--- src/rtl/skpi_encode.sv ---
// one-hot insert boundary to slot index
module skpi_encode #(
	parameter int DEPTH = 1024,
	parameter int IDX_W = 10
) (
	input  logic [DEPTH-1:0] onehot,
	output logic [IDX_W-1:0] index
);

	always_comb begin
		index = '0;
		for (int i = 0; i < DEPTH; i++) begin
			if (onehot[i]) begin
				index = index | IDX_W'(i);
			end
		end
	end

endmodule

--- config.mk ---
export PLATFORM = sky130hd
export DESIGN_NAME = skpi_encode
export DESIGN_NICKNAME = d
export VERILOG_FILES = /design/src/rtl/skpi_encode.sv
export SDC_FILE = /design/constraint.sdc
export NUM_CORES = 1
export LEC_CHECK = 0
export BUFFER_PORTS_ARGS = -buffer_cell sky130_fd_sc_hd__buf_2
export CAP_MARGIN = 20
export CORE_AREA = 2 2 397 399
export DETAILED_ROUTE_END_ITERATION = 8
export DIE_AREA = 0 0 399 401
export GPL_ROUTABILITY_DRIVEN = 0
export PLACE_DENSITY = 0.3
export REMOVE_ABC_BUFFERS = 1
export SLEW_MARGIN = 20
export SYNTH_ARGS = -nofsm -noshare
export SYNTH_HDL_FRONTEND = slang
export SYNTH_SLANG_ARGS = --single-unit
--- constraint.sdc ---
create_clock -name vclk -period 5.15
set_input_delay 0.7725 -clock vclk [all_inputs]
set_output_delay 0.7725 -clock vclk [all_outputs]
set_load 0.02 [all_outputs]
# == Word level (Yosys, flattened, before mapping) ==
# Cells that the tools add are included.
# W data, S select, Z words.
# totals
register_bits,0
elab_cells,1023
output_inout_bits,10
inputBits,1024
# op_classes
mux,1023
# ops
cell,n
$mux W10,512
$mux W9,256
$mux W8,128
$mux W7,64
$mux W6,32
$mux W5,16
$mux W4,8
$mux W3,4
$mux W2,2
$mux W1,1

# == Longest topological paths before layout ==
# Gate-level depths: netlist of the first run.
# depth
ltp_word,1023
mapped_depth,5

# == Worst setup path before layout of the first run ==
# Ideal clock, no wire load.
# synth_timing
kind,input-to-output
from,input port onehot[936]
to,output port index[9]
slack_ns,2.027
stages,4
n_path_buf,0
required_time_ns,4.378
arrival_time_ns,2.351
path_cell_list,or4_1 nor4_1 nand4_1 or4_1
# synth_via
elab_chain_len,88
# synth_rtl
item,line,source
start: declaration,6,"input logic [DEPTH-1:0] onehot,"
$mux W10 (88 in a row),13,if (onehot[i]) begin
end: declaration,7,output logic [IDX_W-1:0] index
# No other way between the ends.

# == Worst setup path after layout of the first run ==
# layout_timing
from,input port onehot[965]
to,output port index[9]
# layout_via
elab_chain_len,59
# layout_rtl
item,line
$mux W10 (59 in a row),13
# No other way between the ends.

==> run metrics, run 1 <==
slew of the pin with the lowest slew margin=between 1 and 1.5 ns; Avg Inst Size Synth=6.20 sq um; final non-filler cell total=4222; Detailed Place HPWL=around 200 mm; crit path DAT=approximately 3.8 ns; Post-Synth Adder-Cell Area=0%; Placed Instances=~4100; unrepaired setup endpoints after global routing=no; drt wl/cell=roughly 50 microns; largest family of logic cells by synthesized area=simple AND/OR/NAND/NOR gates; warnings from Yosys=0; Synth-to-Final Area Change=195%; final setup TNS=0 ns; Initial Util=under 10%; total congestion overflow=0; Starting DRT DRC Count=between 2000 and 2500; final wirelength=between 200 and 250 mm; vias in the first global route=between 15000 and 20000; synth cell count leaders=nor4_1, nand4_1, nor2_1, nand2_1, nor3_1; fin crit share=roughly 89%; total of cells resized after clock tree synthesis=0; top-count cell post-synth=nor4_1; Lkg Pwr=approximately 5.6 nW; first-pass GRT wire length=around 240 mm; Worst Setup SP=onehot[965]; Setup Fix Bufs, Post-CTS=0; maxcap violations=0; Die Y=roughly 400 microns; Rel. slew slack=about a quarter; Peak VDD IR=0.0000345 V; post-route setup slack=around 0.59 ns; Core Rows=approximately 150; Tot GR Track Use=25.0%; Cells after Synth=834; I/O pin cnt=about 1000; Synth Area in XOR/XNOR=0%; Worst EP required=about 4.4 ns; metal3 WL=roughly 17 mm; largest net degree at the start of global routing=5; die area=160000 sq um; Seq/Total Area, Yosys=0%; WHS=2.14 ns; Synth area leaders=nor4_1, nand4_1, nor4_2; final setup fails=0; post-route DRC violation count=0; Final Max Slew Viols=0; cts hold-fix bufs=0; 1st-pass router iterations=7; status=finished clean; fmax=about 0.22 GHz; CLK BUF=0; top cell type's share of synthesized area=between 60% and 70%; Max FO, Critical Path=2; CP endpoint kind=output port; initial antenna violation count=around 210; top routing layer used=met5; final antenna-violating net count=0; Hold Fails Final Rpt=0; pre-CTS setup slack=around 0.57 ns; share of cells above drive strength 1=64.8%; seq_cells=0; Via Count=17000; vias per cell=~4.0; post-route cell area=15200 sq um; sequential cell area=0 sq um; critical path type=in -> out; Met1 Wirelength=80.6 mm; post-synthesis mux area share=0%; Simple-Gate Fraction of Synth Area=100%; area of the mapped netlist=5170 sq um; post-synth cell types=17; Final min period=around 4.6 ns; die width=399 microns; Met2 Routed Length=slightly above 100 mm; placed instance area=15100 sq um; Synth Area in Compound Gates=0%; area leader, netlist=nor4_1; core area=156000 sq um; PwrDens=between 70 and 80 nW/um^2; worst hold start=onehot[1]; Layout Nets=approximately 3100; port bufs=just over 1000; Setup crit start kind=input pin; Hold Crit Class=in -> out
metal layers:
layer | up-vias | global-route usage, %
met2 | 1390 | 44.4
met3 | 395 | 7.14
met4 | 138 | 6.91
li1 | 6623 | -
met1 | 8420 | 28.9
met5 | - | 0
placed cells by master, fill, tap and decap left out, drive strengths merged:
master and instances:
nand3 21, nor4bb 1, and4 4, buf 1251
nand4 165, or3 7, nor3 26, nand4b 3
or4 18, nor4 520, diode 79, and3 1
nand2 28, nand2b 1, nor2 39
cell families after synthesis:
family	count (synthesis)
simple gates	834
path summary, 6_finish.rpt:
kind                   end  cells after the start
setup / recovery  index[9]                      8
hold / removal    index[0]                      5
metrics by stage:
step	total power, mW	util (%)
floorplan	0.0879	-
global placement	1.19	9.66
detailed placement	1.19	9.67
CTS	1.19	9.67
global route	1.21	9.73
finish	1.19	9.80
where the power goes:
part | internal [mW] | switching, mW
Clock | 0.00000167 | 0
Sequential | 0 | 0
Combinational | 0.386 | 0.806
Total | 0.386 | 0.806
final cells by class:
cell class,count,area [sq um]
fill,18600,140000
multi-input combinational,834,5670
antenna,79,198
tap,2058,2570
timing repair buffer,1251,6810
critical path: stages:
cell and delay, ns:
buf_2 0.13, nor4_1 0.78, nand4_1 0.52, buf_4 0.30
nor4_2 0.24, nand4_1 0.24, or4_1 0.58, buf_2 0.22
(Power assumes the default switching activity.)
==> run 2: changes to the inputs <==
==> constraint.sdc (replaced) <==
create_clock -name vclk -period 5.15
set_input_delay 1.03 -clock vclk [all_inputs]
set_output_delay 1.03 -clock vclk [all_outputs]
set_load 0.02 [all_outputs]
==> run metrics, run 2 (same netlist as run 1, synthesis figures left out) <==
status=finished clean; PwrDens=roughly 77 nW/um^2; seq_cells=0; sequential fraction of design power=0%; die area=between 150000 and 200000 sq um; Setup crit start kind=input pin; Worst path depth=8; initial antenna violation count=~200; share of cells above drive strength 1=66.0%; Setup Fix Bufs, Post-CTS=0; unrepaired setup endpoints after global routing=no; Hold Crit Class=in -> out; Worst EP required=between 4 and 5 ns; final antenna-violating net count=0; post-route DRC violation count=0; M3 GR Usage=a little over 8%; critical path type=in -> out; final non-filler cell total=4307; Sw Share=approximately two thirds; Final min period=5.07 ns; maxcap violations=0; Layout Nets=3203; internal power=around 0.4 mW; Final Max Slew Viols=0; Die Y=401 microns; Detailed Place HPWL=~200 mm; die width=399 microns; Synth-to-Final Area Change=207%; Peak VDD IR=around 0.00003 V; total congestion overflow=0; most common cell after layout, fill and taps aside=buf_2; I/O pin cnt=around 1000; clock power share=0%; Hold Path Depth=5; crit path cell chain=buf_2 > nor4_1 > buf_4 > nand4_1 > nor4_1 > nand2_1 > or4_1 > buf_2; core area=156000 sq um; slew of the pin with the lowest slew margin=between 1 and 1.5 ns; Psw=slightly above 0.8 mW; final wirelength=approximately 210 mm; WHS=around 2.7 ns; port bufs=between 1000 and 1500; GR Layer Usage met2=44.0%; fin crit share=98.4%; Tot GR Track Use=25.0%; Starting DRT DRC Count=a little under 2000; Rel. slew slack=between 20% and 30%; Slowest-stage cell, CP=nor4_1; post-route setup slack=between 0.08 and 0.09 ns; Filler Cells Inserted=~19000; CP endpoint kind=output port; drt wl/cell=slightly below 50 microns; Lkg Pwr=~6.1 nW; family with the most delay on the worst path=simple AND/OR/NAND/NOR gates; combinational share of power=between 90% and 100%; crit path buf inv count=3; post-layout power=around 1.2 mW; Hold Fails Final Rpt=0; Max FO, Critical Path=3; Via Count=17400; cts hold-fix bufs=0; CLK BUF=0; GR Util met1=28.2%; sequential cell area=0 sq um; first-pass GRT wire length=244 mm; total of cells resized after clock tree synthesis=1; slowest cell delay on critical path=roughly 0.89 ns; Placed Instances=about 4200; crit path DAT=about 4 ns; fmax=0.197 GHz; 1st-pass router iterations=5; GR peak layer=met2; Initial Util=between 3 and 4%; Core Rows=roughly 150; pre-CTS setup slack=-0.0871 ns; most frequent cells in the layout=buf_2, nor4_1, buf_4; vias per cell=4.04; largest net degree at the start of global routing=5; final setup fails=0; vias in the first global route=about 17000
-- run 2: tightest hold or removal path, stage by stage --
cell	delay, ns
buf_2	0.08
nor4_1	0.04
nand4_1	0.07
or4_1	0.13
buf_2	0.27
-- run 2: final cells by class --
class | instances | area [sq um] | area share (%)
Tap cell | 2058 | 2570 | 16.2
Multi-Input combinational cell | 834 | 5620 | 35.4
Timing Repair Buffer | 1343 | 7500 | 47.2
Antenna cell | 72 | 180 | 1.14
-- run 2: path summary, 6_finish.rpt --
path                  slack [ns]        to        start
worst max-delay path        0.08  index[0]  onehot[623]
worst min-delay path        2.66  index[0]    onehot[1]
-- run 2: routing by layer --
| metal | share of wire [%] | wire length, microns | vias to the layer above |
|---|---|---|---|
| li1 | - | - | 6813 |
| met1 | 37 | 77900 | 8565 |
| met2 | 49 | 102000 | 1474 |
| met3 | 9.4 | 19800 | 421 |
| met4 | 4.2 | 8810 | 140 |
| met5 | 0.42 | 887 | - |
-- run 2: per-stage QoR --
stage	util, %	setup TNS, ns	area, sq um
after detailed placement	10.1	-0.0871	15700
after global placement	10.1	-0.104	15700
after floorplan	-	0	5170
after CTS	10.1	0	15700
final	10.2	0	15900
after global routing	10.1	0	15800
-- run 2: power by group through the flow --
stage                      clock (mW)  combinational (mW)  sequential, mW
after floorplan                     0              0.0879               0
after global placement              0                1.21               0
after detailed placement            0                1.21               0
after CTS                           0                1.21               0
after global routing      0.000000812                1.23               0
final                      0.00000149                1.21               0
