$ cat config.mk
export PLATFORM = sky130hd
export DESIGN_NAME = skpi_cell
export DESIGN_NICKNAME = d
export VERILOG_FILES = /design/src/rtl/skpi_pkg.sv /design/src/rtl/skpi_cell.sv
export SDC_FILE = /design/constraint.sdc
export NUM_CORES = 1
export LEC_CHECK = 0
export ABC_CLOCK_PERIOD_IN_PS = 5400
export BUFFER_PORTS_ARGS = -buffer_cell sky130_fd_sc_hd__buf_4
export CORE_MARGIN = 2
export CORE_UTILIZATION = 49
export DETAILED_ROUTE_END_ITERATION = 6
export GPL_TIMING_DRIVEN = 0
export PLACE_DENSITY = 0.82
export REMOVE_ABC_BUFFERS = 1
export SLEW_MARGIN = 5
export SYNTH_ARGS = -nofsm -noshare
export SYNTH_HDL_FRONTEND = slang
export SYNTH_SLANG_ARGS = --single-unit
export TNS_END_PERCENT = 50
$ cat constraint.sdc
create_clock -name clk -period 5.4 [get_ports clk]
set_clock_uncertainty 0.15 [all_clocks]
set_input_delay 0.54 -clock clk [delete_from_list [all_inputs] [get_ports clk]]
set_output_delay 0.54 -clock clk [all_outputs]
set_load 0.01 [all_outputs]
$ cat src/rtl/skpi_pkg.sv
// shared types and constants for the sorted key position index
package skpi_pkg;

	localparam int KEY_W   = 32;
	localparam int POS_W   = 31;
	localparam int SLOT_W  = 10;
	localparam int COUNT_W = 11;

	typedef enum logic {
		CMD_INSERT = 1'b0,
		CMD_REMOVE = 1'b1
	} cmd_t;

	typedef enum logic [1:0] {
		STAT_OK       = 2'd0,
		STAT_FULL     = 2'd1,
		STAT_BAD_SLOT = 2'd2
	} status_t;

	typedef enum logic [1:0] {
		S_IDLE,
		S_COMPARE,
		S_UPDATE
	} state_t;

	typedef struct packed {
		cmd_t                     command;
		logic signed [KEY_W-1:0]  key_value;
		logic [POS_W-1:0]         row_position;
		logic                     renumber;
		logic [SLOT_W-1:0]        remove_slot;
	} req_t;

	typedef struct packed {
		logic [SLOT_W-1:0]  slot;
		logic [COUNT_W-1:0] entry_count;
		status_t            status;
	} rsp_t;

	// broadcast from the controller to every cell
	typedef struct packed {
		logic                     cmp_en;
		logic                     upd_en;
		cmd_t                     command;
		logic signed [KEY_W-1:0]  key;
		logic [POS_W-1:0]         pos;
		logic                     renumber;
		logic [SLOT_W-1:0]        rem_slot;
	} ctl_t;

endpackage

$ cat src/rtl/skpi_cell.sv
// one table slot: holds a key and row position, shifts with its neighbors
module skpi_cell import skpi_pkg::*; #(
	parameter int INDEX = 0,
	parameter int CNT_W = 11
) (
	input  logic                    clk,
	input  ctl_t                    ctl,
	input  logic [CNT_W-1:0]        count,
	input  logic signed [KEY_W-1:0] prev_key,
	input  logic [POS_W-1:0]        prev_pos,
	input  logic                    prev_less,
	input  logic signed [KEY_W-1:0] next_key,
	input  logic [POS_W-1:0]        next_pos,
	output logic signed [KEY_W-1:0] key,
	output logic [POS_W-1:0]        pos,
	output logic                    less
);

	logic signed [KEY_W-1:0] key_q;
	logic [POS_W-1:0]        pos_q;
	logic                    less_s1;
	logic signed [KEY_W-1:0] key_d;
	logic [POS_W-1:0]        pos_d;
	logic [POS_W-1:0]        src_pos;
	logic                    valid;
	logic                    at_or_above;

	assign valid       = CNT_W'(INDEX) < count;
	assign at_or_above = {{CNT_W{1'b0}}, ctl.rem_slot} <= (CNT_W + SLOT_W)'(INDEX);

	always_comb begin
		key_d   = key_q;
		pos_d   = pos_q;
		src_pos = at_or_above ? next_pos : pos_q;
		case (ctl.command)
			CMD_INSERT: begin
				if (!less_s1) begin
					if (prev_less) begin
						// this is the lower-bound slot
						key_d = ctl.key;
						pos_d = ctl.pos;
					end else begin
						key_d = prev_key;
						pos_d = ctl.renumber ? prev_pos + POS_W'(1) : prev_pos;
					end
				end
			end
			CMD_REMOVE: begin
				key_d = at_or_above ? next_key : key_q;
				pos_d = (src_pos > {{(POS_W - SLOT_W){1'b0}}, ctl.rem_slot})
					? src_pos - POS_W'(1) : src_pos;
			end
			default: begin
				key_d = key_q;
				pos_d = pos_q;
			end
		endcase
	end

	always_ff @(posedge clk) begin
		if (ctl.cmp_en) begin
			less_s1 <= valid && (key_q < ctl.key);
		end
		if (ctl.upd_en) begin
			key_q <= key_d;
			pos_q <= pos_d;
		end
	end

	assign key  = key_q;
	assign pos  = pos_q;
	assign less = less_s1;

endmodule

* After elaboration in Yosys (flattened, before gate mapping) *
Index checks and enable logic that the tools add are counted.

word-level totals
  bits in registers = 64
  input port bits = 216
  output and inout port bits = 64
  word-level logic and storage cells = 25

operators by class
  $add $sub $neg = 2
  order comparisons = 4
  equal/unequal tests = 2
  mux-type cells = 10
  bitwise gates (word level) = 1
  reductions and logical operators = 3

operator list
  kind                                                             count
  two-way mux 31 bit                                               5
  two-way mux 32 bit                                               3
  one-hot mux 32 bit (2 select lines)                              1
  one-hot mux 31 bit (2 select lines)                              1
  less-than comparator 32 bit                                      1
  adder 31 x 1 -> 31 bit, second input constant                    1
  > comparator 31 x 10 -> 1 bit                                    1
  subtractor 31 x 1 -> 31 bit, second input constant               1
  less-than comparator 1 x 11 -> 1 bit, first input constant       1
  less-or-equal comparator 10 x 1 -> 1 bit, second input constant  1
  AND reduction 3 bit                                              1
  inequality test 2 x 1 -> 1 bit, second input constant            1
  inequality test 2 bit, second input constant                     1
  AND reduction 2 bit                                              1
  logical AND 1 bit                                                1
  inverter 1 bit                                                   1

* Logic depth before layout (Yosys ltp) *
Gate-level depths: netlist (run 1).

  depth after elaboration = 5
  depth in mapped cells = 18
  mapped depth without buffers = 14

* Least setup slack after synthesis (run 1) *
Ideal clock, no wire load.

  path kind = input to register
  start point = input ctl[0] (netlist name)
  end point = register pos_q[25] (netlist: pos[25]), data pin
  library setup time = 258 ps
  arrival time = 4,590 ps
  data required time = 4,992 ps
  slack = 402 ps
  stages on the path = 17
  path buffers = 3
  path through = or4_4 nor3_1 buf_2 buf_1 mux2i_1 inv_1 ha_1 or4bb_1 o22ai_1 a211oi_2 a2111oi_4 a211oi_2 o211ai_2 buf_6 nor2_1 xor2_1 o221a_1

between the ends
  longest elaborated chain between the ends = 5
  elaborated cells on any way between the ends = 6
  those cells by class = add/sub (1); order compare (2); mux (3)

ends and longest elaborated chain
  what                                                                                 line                              source
  start: declaration                                                                   skpi_cell.sv:7                    input ctl_t ctl,
  less-or-equal comparator 10 x 1 -> 1 bit                                             skpi_cell.sv:29                   assign at_or_above = {{CNT_W{1'b0}}, ctl.rem_slot} <= (CNT_W + SLOT_W)'(INDEX);
  two-way mux 31 bit                                                                   skpi_cell.sv:34                   src_pos = at_or_above ? next_pos : pos_q;
  subtractor 31 x 1 -> 31 bit / > comparator 31 x 10 -> 1 bit (equally long branches)  skpi_cell.sv:51, skpi_cell.sv:50
  two-way mux 31 bit (*)                                                               skpi_cell.sv:51                   ? src_pos - POS_W'(1) : src_pos;
  one-hot mux 31 bit (2 select lines) (*)                                              skpi_cell.sv:35                   case (ctl.command)
  via pos_d[25]                                                                        skpi_cell.sv:23                   logic [POS_W-1:0] pos_d;
  end signal: assignment                                                               skpi_cell.sv:66                   pos_q <= pos_d;
  end: declaration                                                                     skpi_cell.sv:20                   logic [POS_W-1:0] pos_q;

Mark *: on every way through the listed nets, which the timed path passes. The rest lies on a longest branch.
A chain may end at the register's enable or synchronous reset.

* Final worst setup path (run 1) *
Ends and elaborated chain as after synthesis.

==> results of run 1 <==
==> sequential cells by signal, summed over array words and instances (netlist names) <==
signal / cells
key: 32
less: 1
pos: 31
==> per-layer routing <==
metal / global-route usage / wire length, µm
met5: 0 / 0
met4: 0.134 / 863
met3: 0.0896 / 2040
met2: 0.542 / 10900
met1: 0.332 / 7910
==> area by class of cell <==
| cell class | instances | area, µm² |
|---|---|---|
| fillers | 1059 | 3750 |
| inverters | 49 | 184 |
| flip-flops and latches | 64 | 1920 |
| well taps | 172 | 215 |
| clock buffers | 12 | 236 |
| clock inverters | 4 | 45.0 |
| multi-input cells | 597 | 4290 |
| repair buffers | 282 | 2140 |
==> through the flow <==
stage / util / TNS [ns] / hold slack, ns / setup WS (ns)
after detailed placement: 0.683 / -4.16 / 0.588 / -0.385
final: 0.707 / 0 / 0.245 / 0.247
after CTS: 0.705 / 0 / 0.237 / 0.138
after global placement: 0.678 / -174.65 / 0.588 / -2.49
after floorplan: - / -13.29 / 0.502 / -0.760
after global routing: 0.707 / 0 / 0.242 / 0.0182
==> synthesized netlist by cell type, types with 10 or more instances <==
cell and count:
o211ai_1 10, o21ai_0 47, or3_1 16, nand2b_1 10, xnor2_1 33, nand3_1 19
mux2i_1 68, a21oi_1 35, clkbuf_1 20, xor2_1 30, ha_1 40, nand2_1 78
nor2_1 58, nor4_1 14, inv_1 48, edfxtp_1 64, a21o_1 17, nor3_1 17
==> logic make-up after synthesis <==
family	synth area share
simple gates	0.214
compound gates	0.158
buf+inv	0.0474
mux	0.121
flops	0.297
xor+xnor	0.0853
fa+ha+maj	0.0773
==> worst max path at each step <==
stage             from                end  slack [ns]  depth (start not counted)
2_1_floorplan   ctl[0]  pos[25]$_DFFE_PP_       -0.76                         14
3_5_place_dp    ctl[0]  pos[29]$_DFFE_PP_       -0.39                         15
4_1_cts         ctl[0]  pos[25]$_DFFE_PP_        0.14                         16
6_report        ctl[0]  pos[25]$_DFFE_PP_        0.25                         16
3_3_place_gp   ctl[74]  key[17]$_DFFE_PP_       -2.49                          4
5_1_grt         ctl[0]  pos[25]$_DFFE_PP_        0.02                         16
==> worst register-to-register path, cell delays in order (launching register included) <==
cell and delay [ns]:
edfxtp_1 0.43, mux2i_1 0.19, inv_1 0.11, ha_1 0.29, or4bb_1 0.50, o22ai_1 0.18, a211oi_2 0.11, a2111oi_4 0.49
o41ai_4 0.21, o211ai_4 0.49, nor2_1 0.14, xor2_1 0.17, o221a_1 0.23
==> power groups by stage <==
stage	sequential [µW]	clock, µW	combinational, µW
2_1_floorplan	645	0	208
3_3_place_gp	639	0	480
3_5_place_dp	638	0	493
4_1_cts	628	581	497
5_1_grt	633	600	548
6_report	629	578	501
==> repair_timing <==
| action | 4_1_cts | 5_1_grt |
|---|---|---|
| hold buffers | 0 | 0 |
| endpoints found under the setup margin | 3 | 6 |
| hold endpoints to repair | 0 | 0 |
| resized for setup | 1 | 2 |
==> metrics, run 1 <==
status finished, final reports clean; clk_lat worst skew 0.34 ns; Most used DFF post-synth edfxtp_1; Sw Pwr 500 µW; DR vias 6,719; sequential-to-total area share from yosys stat 0.297; placed inst area 0.00872 mm²; Synth area leaders edfxtp_1, mux2i_1, ha_1; EDFF count, synth 64; most used cells in the layout excluding fill and tap cells buf_4, nand2_1, mux2i_1; sequential share of power 0.368; Tcrit/Tclk final 0.954; Synth cell types 64; Seq cells post-synth 64; die area 0.0141 mm²; Yosys warning total 0; total power draw 1710 µW; Pwr Density 189 mW/mm²; Max Cap Violations 0; FF-to-FF path depth 12; Clk pwr share 0.339; Max Clk Rate 0.194 GHz; gr usage total 0.303; Final Hold Vio Count 0; crit end category flop; Post-Syn Area per Cell 8.75 µm²; r2r startpoint pos[7]$_DFFE_PP_; Net Sw Frac 0.293; Worst Hold Class input port to flop; Antenna Cells 0; delay-heaviest family, CP compound AO/OA/AOI/OAI gates; fin area 0.00902 mm²; share of cells above drive strength 1 0.331; hold endpoint less$_DFFE_PP_; post-synth top area cell edfxtp_1; Post-Syn Instances 740; Routed Wire Length 21,700 µm; antenna violations before repair 0; reg2reg end pos[25]$_DFFE_PP_; Synth top area share 0.297; Worst Hold Launch ctl[76]; die height 119 µm; GP Congestion 0.926; WS Path Type input port to flop; critical path cell sequence buf_4, or4_4, nor3_2, buf_6, mux2i_1, inv_1, ha_1, or4bb_1, o22ai_1, a211oi_2, a2111oi_4, o41ai_4, o211ai_4, nor2_1, xor2_1, o221a_1; I/O Pins 280; Startpoint Class input port; Crit path arrival time 5.09 ns; fin nets 1,259; Worst Path Required 5.34 ns; P_leak 0.00417 µW; Comb pwr share 0.293; # Post-CTS Setup Buffers 0; first-pass GRT wire length 33,900 µm; Die X 119 µm; clk slew on worst S/H paths 0.05 ns; Least-Margin Pin Slew 0.951 ns; HPWL after detailed placement 16,800 µm; most common cell after layout, fill and taps aside buf_4; Starting Density 0.507; Slowest-stage cell, CP or4_4; total grt overflow 0; Final ANT Viol Nets 0; RSZ-0062 raised after global routing false; Syn Std Cell Area 0.00647 mm²; internal power 1210 µW; CTS Buf Count 9; Starting DRT DRC Count 528; Final min period 5.15 ns; crit path buf inv count 3; FF-to-FF setup slack 1.47 ns; port bufs 279; Hold Path Depth 1; share of synthesized registers carrying an async set or reset 0; Setup-failing EPs final 0; DR pass1 iterations 5; clk root buf clkbuf_16; WL/cell 18.4 µm; Relative slew margins 0.366; Core Box Area 0.0128 mm²; Synth-to-Final Area Change 39.4%; via count of the first global-routing pass 6,771; Final Slew Violations 0; worst-case vdd ir drop 296 µV; placed insts 1,164; H-tree Lvls 3; DR DRC count 0; clock sink count 64; row cnt 41; Max clock buf depth 2; largest net degree at the start of global routing 99; TritonCTS clock tree done; Cell Count, Final, Fillers Out 1,180; Via-to-Cell Ratio 5.69; crit-path max FO 13; CP max stage delay 0.59 ns
(Power assumes the default switching activity.)
==> run 2: changes to the inputs <==
SETUP_SLACK_MARGIN = 0.5   (was default)
==> run 2 against run 1 <==
Via count increased by 1.3%. Largest power group unchanged. Utilization is 0.48 points higher. Clock-buffer cell count stayed put. Die area is the same. Cell area is 0.68% higher. Critical endpoint is now pos[12]$_DFFE_PP_. Maximum frequency increased by 9.9%. Global-route usage up 0.15 points. Wire length grew 2.4%. First-iteration DRC count decreased by 3.0%. Hold slack improved by 0.00072 ns. Highest routed layer unchanged.
==> metrics, run 2 (synthesis gave the netlist of run 1 again) <==
Worst Path Required 5.30 ns (-0.04 ns); Sw Pwr 503 µW (+0.48%); worst-case vdd ir drop 296 µV (about the same); clk_lat worst skew 0.34 ns (about the same); gr usage total 0.305 (+0.00146); DR pass1 iterations 5 (unchanged); total grt overflow 0 (unchanged); Final Slew Violations 0 (unchanged); HPWL after detailed placement 16,800 µm (unchanged); crit-path max FO 13 (unchanged); WS Path Type input port to flop; Startpoint Class input port; die area 0.0141 mm² (unchanged); RSZ-0062 raised after global routing false; CTS Buf Count 9 (unchanged); Via-to-Cell Ratio 5.74 (+0.74%); Final Util 0.711 (+0.00480); share of cells above drive strength 1 0.336 (+0.00461); Crit path arrival time 4.59 ns (-0.50 ns); Final Hold Vio Count 0 (unchanged); number of flip-flops under the largest register name 32 (unchanged); Relative slew margins 0.368 (+0.00211); Max Cap Violations 0 (unchanged); Max Clk Rate 0.213 GHz (+9.9%); Pwr Density 188 mW/mm² (-0.54%); WL/cell 18.7 µm (+1.8%); GP Congestion 0.926 (unchanged); I/O Pins 280 (unchanged); Setup-failing EPs final 0 (unchanged); DR vias 6,809 (+1.3%); most used cells in the layout excluding fill and tap cells buf_4, nand2_1, mux2i_1; Net Sw Frac 0.294 (+0.00102); Final min period 4.69 ns (-0.465 ns); Final ANT Viol Nets 0 (unchanged); clock sink count 64 (unchanged); most common cell after layout, fill and taps aside buf_4; Max clock buf depth 2 (unchanged); status finished, final reports clean; Starting DRT DRC Count 512 (-3.0%); Clk pwr share 0.338 (about the same); fin nets 1,266 (+0.56%); TritonCTS clock tree done; sequential share of power 0.368 (about the same); worst hold slack 0.246 ns (+0.000723 ns); Worst Hold Class input port to flop; antenna violations before repair 0 (unchanged); Synth-to-Final Area Change 40.4%; Comb pwr share 0.295 (+0.002); P_leak 0.00421 µW (+0.89%); clk root buf clkbuf_16; Core Box Area 0.0128 mm² (unchanged); dpl ws -0.385 ns (unchanged); first-pass GRT wire length 34,000 µm (+0.35%); DR DRC count 0 (unchanged); largest net degree at the start of global routing 99 (unchanged); crit end category flop; Least-Margin Pin Slew 0.948 ns (-0.00317 ns); Die X 119 µm (unchanged); die height 119 µm (unchanged); row cnt 41 (unchanged); clk slew on worst S/H paths 0.05 ns (about the same); Antenna Cells 0 (unchanged); internal power 1210 µW (about the same); H-tree Lvls 3 (unchanged); Starting Density 0.507 (unchanged); Tcrit/Tclk final 0.868 (-0.0861); via count of the first global-routing pass 6,787 (+0.24%); cts hold-fix bufs 0 (unchanged); port bufs 279 (unchanged); Routed Wire Length 22,200 µm (+2.4%); setup ws final 0.712 ns (+0.465 ns)
## run 2: cell count changes in the layout (fill, tap and decap cells not counted)
cell / previous run / this run
nand3_2: 0 / 1
buf_4: 279 / 285
nor3_2: 2 / 1
nor3_4: 2 / 3
## run 2: cell type report
type                            instances  area [µm²]
Clock buffer                           12         236
Clock inverter                          4        45.0
Fill cell                            1048        3690
Inverter                               49         184
Multi-Input combinational cell        598        4300
Sequential cell                        64        1920
Tap cell                              172         215
Timing Repair Buffer                  288        2180
## run 2: final timing paths
| kind | cells past startpoint | slack (ns) | end | from |
|---|---|---|---|---|
| worst max-delay path | 16 | 0.71 | pos[12]$_DFFE_PP_ | ctl[1] |
| worst min-delay path | 1 | 0.25 | less$_DFFE_PP_ | ctl[76] |
| worst max register to register | 12 | 1.70 | pos[12]$_DFFE_PP_ | pos[7]$_DFFE_PP_ |
| worst min register to register | 1 | 0.64 | pos[17]$_DFFE_PP_ | less$_DFFE_PP_ |
## run 2: through the flow
step	instance area, µm²	power (µW)	instances	setup TNS (ns)
after floorplan	6350	854	710	-13.29
after global placement	8660	1120	1161	-174.65
after detailed placement	8720	1130	1164	-4.16
after CTS	9060	1710	1184	0
after global routing	9090	1780	1187	0
final	9090	1710	1187	0
## run 2: power groups by stage
stage | clock network (µW) | registers (µW) | logic, µW
final | 578 | 629 | 504
after global routing | 600 | 633 | 550
after CTS | 581 | 628 | 500
after detailed placement | 0 | 638 | 493
after global placement | 0 | 639 | 480
after floorplan | 0 | 645 | 208
## run 2: worst max-delay path, cell delays in order
cell	delay, ns
buf_4	0.13
or4_4	0.60
nor3_4	0.22
buf_6	0.20
mux2i_1	0.24
inv_1	0.11
ha_1	0.29
or4bb_1	0.19
a21oi_1	0.05
a211oi_2	0.46
a2111oi_4	0.10
a211oi_4	0.52
o21ai_2	0.21
or3b_1	0.40
xnor2_1	0.21
a21oi_1	0.09
## run 2: routing by layer
layer | global-route usage | routed length (µm) | share of wire
met5 | 0 | 0 | 0
met4 | 0.131 | 986 | 0.044
met3 | 0.0896 | 2050 | 0.092
met2 | 0.548 | 11200 | 0.50
met1 | 0.332 | 8000 | 0.36
## run 2: timing repair
action,4_1_cts,5_1_grt
gates cloned,0,1
endpoints found under the setup margin,31,28
pin swaps,3,4
gates resized for setup,4,0
hold endpoints to repair,0,0
setup buffers,4,2
